--- src/hw/rtl/smt_pkg.sv ---
package smt_pkg;

  localparam int unsigned ValueW      = 32;
  localparam int unsigned EntryCountW = 7;

  typedef enum logic [1:0] {
    CMD_INSERT = 2'd0,
    CMD_REMOVE = 2'd1,
    CMD_QUERY  = 2'd2,
    CMD_SPARE  = 2'd3
  } cmd_t;

  typedef enum logic [1:0] {
    STAT_DONE   = 2'd0,
    STAT_ABSENT = 2'd1,
    STAT_FULL   = 2'd2
  } status_t;

  // Command broadcast to every cell of the row
  typedef struct packed {
    logic                     insert_en;
    logic                     remove_en;
    logic signed [ValueW-1:0] value;
  } cell_ctrl_t;

  // Compare outcome reported by one cell
  typedef struct packed {
    logic le;
    logic eq;
  } cell_flags_t;

endpackage

--- src/hw/rtl/smt_cell.sv ---
module smt_cell
  import smt_pkg::*;
(
  input  logic                     clk,
  input  cell_ctrl_t               ctrl,
  input  logic                     valid,
  input  logic                     head,
  input  logic signed [ValueW-1:0] left_value,
  input  logic signed [ValueW-1:0] right_value,
  output logic signed [ValueW-1:0] entry,
  output cell_flags_t              flags
);

  logic signed [ValueW-1:0] entry_r;
  logic signed [ValueW-1:0] entry_nxt;
  logic                     ge;

  // Compare the held entry against the broadcast value
  always_comb begin
    flags.le = valid && (entry_r <= ctrl.value);
    flags.eq = valid && (entry_r == ctrl.value);
    ge       = valid && (entry_r >= ctrl.value);
  end

  // Keep, take the new value, or take a neighbour's entry
  always_comb begin
    entry_nxt = entry_r;
    if (ctrl.insert_en && !flags.le) begin
      entry_nxt = head ? ctrl.value : left_value;
    end else if (ctrl.remove_en && ge) begin
      entry_nxt = right_value;
    end
  end

  always_ff @(posedge clk) begin
    entry_r <= entry_nxt;
  end

  assign entry = entry_r;

endmodule

--- config.mk ---
export PLATFORM = sky130hd
export DESIGN_NAME = smt_cell
export DESIGN_NICKNAME = d
export VERILOG_FILES = /design/src/hw/rtl/smt_pkg.sv /design/src/hw/rtl/smt_cell.sv
export SDC_FILE = /design/constraint.sdc
export NUM_CORES = 1
export LEC_CHECK = 0
export BUFFER_PORTS_ARGS = -buffer_cell sky130_fd_sc_hd__buf_2
export CORE_MARGIN = 5
export CORE_UTILIZATION = 47
export DETAILED_ROUTE_END_ITERATION = 6
export HOLD_SLACK_MARGIN = 0.12
export PLACE_DENSITY_LB_ADDON = 0.05
export SLEW_MARGIN = 20
export SYNTH_ARGS = -nofsm -noshare
export SYNTH_HDL_FRONTEND = slang
export SYNTH_SLANG_ARGS = --single-unit
--- constraint.sdc ---
create_clock -name clk -period 3.4 [get_ports clk]
set_input_delay 0.17 -clock clk [delete_from_list [all_inputs] [get_ports clk]]
set_output_delay 0.17 -clock clk [all_outputs]
set_load 0.02 [all_outputs]
# Yosys cells after proc, flatten, opt, wreduce, memory -nomap -nowiden
# Cells that the tools add are included.
# word_totals
ff_bits	32
inputBits	101
elab_cells	14
# op_classes
order_cmp	2
eq_ne	1
muxes	3
reduce_logical	7
# op_table
operator	n
32-bit two-way mux	3
32-bit equality test	1
32-bit >= comparator	1
32-bit <= comparator	1
1-bit logical AND	5
2-bit nonzero test	1
1-bit zero test	1

# Longest topological paths before layout
# depth
depth_word	5
mapped_depth	10
depth_no_buf	9

# Worst setup path before layout
# No wires, ideal clock.
# synth_path
kind	register to register
startpoint	register entry_r[31], in the netlist entry[31]
endpoint	register entry_r[0], in the netlist entry[0], enable pin
arrival_time_ps	2738
required_ps	3009
slack_ps	271
stages_incl_launch_ff	8
n_path_buf	0
cell_sequence	edfxtp_1 > ha_1 > nand4_2 > nor4_2 > nor3b_1 > nor3_1 > xor2_1 > o21a_1
# synth_via
elab_chain_len	5
# synth_rtl
item	line	rtl
start: declaration	smt_cell.sv:14	logic signed [ValueW-1:0] entry_r;
start signal: assignment	smt_cell.sv:36	entry_r <= entry_nxt;
32-bit <= comparator	smt_cell.sv:20	flags.le = valid && (entry_r <= ctrl.value);
1-bit logical AND	smt_cell.sv:20	
1-bit zero test	smt_cell.sv:28	if (ctrl.insert_en && !flags.le) begin
1-bit logical AND	smt_cell.sv:28	
2-bit nonzero test (no source line) *	--	
# Every way passes the cells marked *; elsewhere a longest branch is shown, timed or not.
# A chain may end at the register's enable or synchronous reset.

# Worst setup path in the final report
# layout_path
startpoint	register entry_r[31], in the netlist entry[31]
endpoint	register entry_r[26], in the netlist entry[26] (data pin)
# layout_via
elab_chain_len	5
# layout_rtl
item	line	rtl
32-bit <= comparator	smt_cell.sv:20	
1-bit logical AND	smt_cell.sv:20	
1-bit zero test	smt_cell.sv:28	
1-bit logical AND	smt_cell.sv:28	
32-bit two-way mux	smt_cell.sv:28	
named net entry_nxt[26]	smt_cell.sv:15	logic signed [ValueW-1:0] entry_nxt;
# The timed path passes the listed nets, and every way through them passes these cells.

==> impl_metrics.tcl <==
set metrics [dict create \
    synth.cell_area_um2 2760 \
    tightest_slew_ns 0.947 \
    core_um2 5820 \
    clock_skew_ns 0.00303 \
    clockBufferDepth 2 \
    dp_hpwl_mm 5.49 \
    drive_above_1_share 0.571 \
    cts_sinks 32 \
    cts-root-buf "clkbuf_8" \
    drt_iter0_drc 63 \
    num_vias 2243 \
    die_w_um 86.7 \
    synth-simple-area-share 0.0657 \
    hold_depth 2 \
    first_pass_iters 4 \
    cts.clk_slew.worst_paths_ns 0.06 \
    cp-end-kind "register" \
    drc_errors 0 \
    finish.net_count 505 \
    timing.final.crit_share 0.929 \
    startpoint_type "register" \
    async_flop_share 0 \
    postLayoutCellArea_um2 3620 \
    fp-row-count 28 \
    max_slew_margin 0.367 \
    min_period_ns 3.16 \
    areaGrowthSynthToFinish_pct 31.0 \
    largest_reg_flops 32 \
    synth_top_family_by_area "multiplexers" \
    yosysSeqAreaShare 0.348 \
    grt_pass1_wl_mm 10.2 \
    clk_latency_ns 0.28 \
    postCtsSetupRepairBufs 0 \
    grt_use_total 0.173 \
    ys_ff_latch 32 \
    cts_inserted_buffers 5 \
    path_max_fanout 13 \
    dpl.cell_count 440 \
    port_buffers 134 \
    power_mw 1.66 \
    r2r_cells 8 \
    drt-vias-per-instance 5.01 \
    yosysTopAreaCellShare 0.348 \
    timing.final.hold_violations 0 \
    rsz0062_at_grt "no" \
    fp.dieH_um 86.7 \
    post-synth-top-area-cell "edfxtp_1" \
    slew_violations 0 \
    synth_fp_nets 366 \
    hp-class "input pin to register" \
    cts_hold_buf 0 \
    setup-tns-final_ns 0 \
    avgSynthCellArea_um2 11.9 \
    setup_ws_ns 0.242 \
    final_util 0.622 \
    gp_congestion 0.731 \
    antenna_cells 0 \
    synth_edf_count 32 \
    peakVddDrop_mv 0.261 \
    drv_cap 0 \
    start_util 0.475 \
    power_leakage_nw 1.83 \
    synth.area.mux_share 0.302 \
    cts_tree "built" \
    synth_ff_type "edfxtp_1" \
    synthTopCellsByArea "edfxtp_1 (35%), mux2_4 (16%), ha_1 (14%)" \
    grt_remaining_overflow 0 \
    ys_warn_count 0 \
    cts_resized 0 \
    wl_per_cell_um 14.6 \
    antenna_left 0 \
    antenna_found_initial 0 \
    dieArea_um2 7510 \
    synthCells 233 \
    p_per_area_nw_per_um2 459 \
    final-instance-count-excl-fill 448 \
    grt_pass1_vias 2236 \
    synth.distinct_cells 30 \
    synth_xor_area_frac 0.00317 \
    place_ws_ns 0.204 \
    htreeDepth 2 \
    grt_max_degree 33 \
    whs_ns 0.189 \
    critPathKind "register to register" \
    setup_viol 0 \
    placed_area_um2 3540 \
    status "finished, final reports clean" \
    drt-total-wl_mm 6.54 \
    synth_adder_area_share 0.145 \
    critPathArrivalTime_ns 3.19 \
    required_ns 3.43 \
    fmax_mhz 317 \
    synth-compound-area-share 0.0716 \
    io_pins 135 \
]
==> power by group <==
part	internal, mW	switching (mW)	leakage [nW]
logic	0.369	0.415	1.48
registers	0.558	0.0443	0.312
clock network	0.142	0.132	0.0399
==> logic make-up (layout without fill, tap and decap cells) <==
group	after synthesis	count (layout)
muxes	64	64
buffers and inverters	42	182
adders and majority gates	32	32
DFF	32	32
and+or+nand+nor	32	32
AOI/OAI and AO/OA	30	30
xor gates and xnor gates	1	1
==> area by class of cell <==
class | count | area [um^2]
fill | 539 | 2200
multi-input combinational | 159 | 1630
sequential | 32 | 961
timing repair buffer | 139 | 721
inverter | 35 | 131
tap | 75 | 93.8
clock buffer | 7 | 76.3
clock inverter | 1 | 3.75
==> worst max-delay path, stage by stage (launching register included) <==
cell and delay, ns:
edfxtp_1 0.40, ha_1 0.34, nand4_2 0.20, nor4_2 0.45
nor3b_1 0.32, o2111ai_1 0.19, o311ai_4 0.31, buf_4 0.37
mux2_4 0.32
==> layout by cell type (no fill, tap or decap), types with 2 or more instances in the layout <==
| master | Yosys | final |
|---|---|---|
| a21boi_0 | 2 | 2 |
| a21oi_1 | 16 | 16 |
| buf_2 | 0 | 134 |
| buf_4 | 0 | 4 |
| clkbuf_1 | 4 | 2 |
| clkbuf_8 | 0 | 5 |
| edfxtp_1 | 32 | 32 |
| ha_1 | 32 | 32 |
| inv_1 | 35 | 35 |
| mux2_2 | 34 | 34 |
| mux2_4 | 30 | 30 |
| nand2_1 | 9 | 9 |
| nand3_1 | 3 | 3 |
| nand4_1 | 7 | 7 |
| nor2_1 | 2 | 2 |
| nor3_1 | 2 | 2 |
| nor3b_1 | 2 | 2 |
| nor4_1 | 2 | 2 |
| o211ai_1 | 2 | 2 |
| o21ai_0 | 4 | 4 |
==> worst paths after layout <==
path / start / endpoint / slack, ns
worst max-delay path: entry[31] / entry[26] / 0.24
worst min-delay path: right_value[21] / entry[21] / 0.19
worst max register to register: entry[31] / entry[26] / 0.24
worst min register to register: entry[31] / entry[11] / 1.33
==> routing by layer <==
metal	track usage	vias to the layer above	wire length (um)	part of all wire
li1	-	1143	-	-
met1	0.211	1018	2730	0.42
met2	0.302	77	3170	0.48
met3	0.0551	5	601	0.092
met4	0.0297	0	42	0.0064
met5	0	-	0	0
==> Yosys cell counts, types with 2 or more instances <==
| library cell | instances |
|---|---|
| mux2_2 | 34 |
| nor2_1 | 2 |
| nand4_1 | 7 |
| nor3_1 | 2 |
| inv_1 | 35 |
| ha_1 | 32 |
| nand2_1 | 9 |
| nor3b_1 | 2 |
| edfxtp_1 | 32 |
| nand3_1 | 3 |
| mux2_4 | 30 |
| a21boi_0 | 2 |
| nor4_1 | 2 |
| o211ai_1 | 2 |
| o21ai_0 | 4 |
| buf_6 | 3 |
| a21oi_1 | 16 |
| clkbuf_1 | 4 |
(Power assumes the default switching activity.)
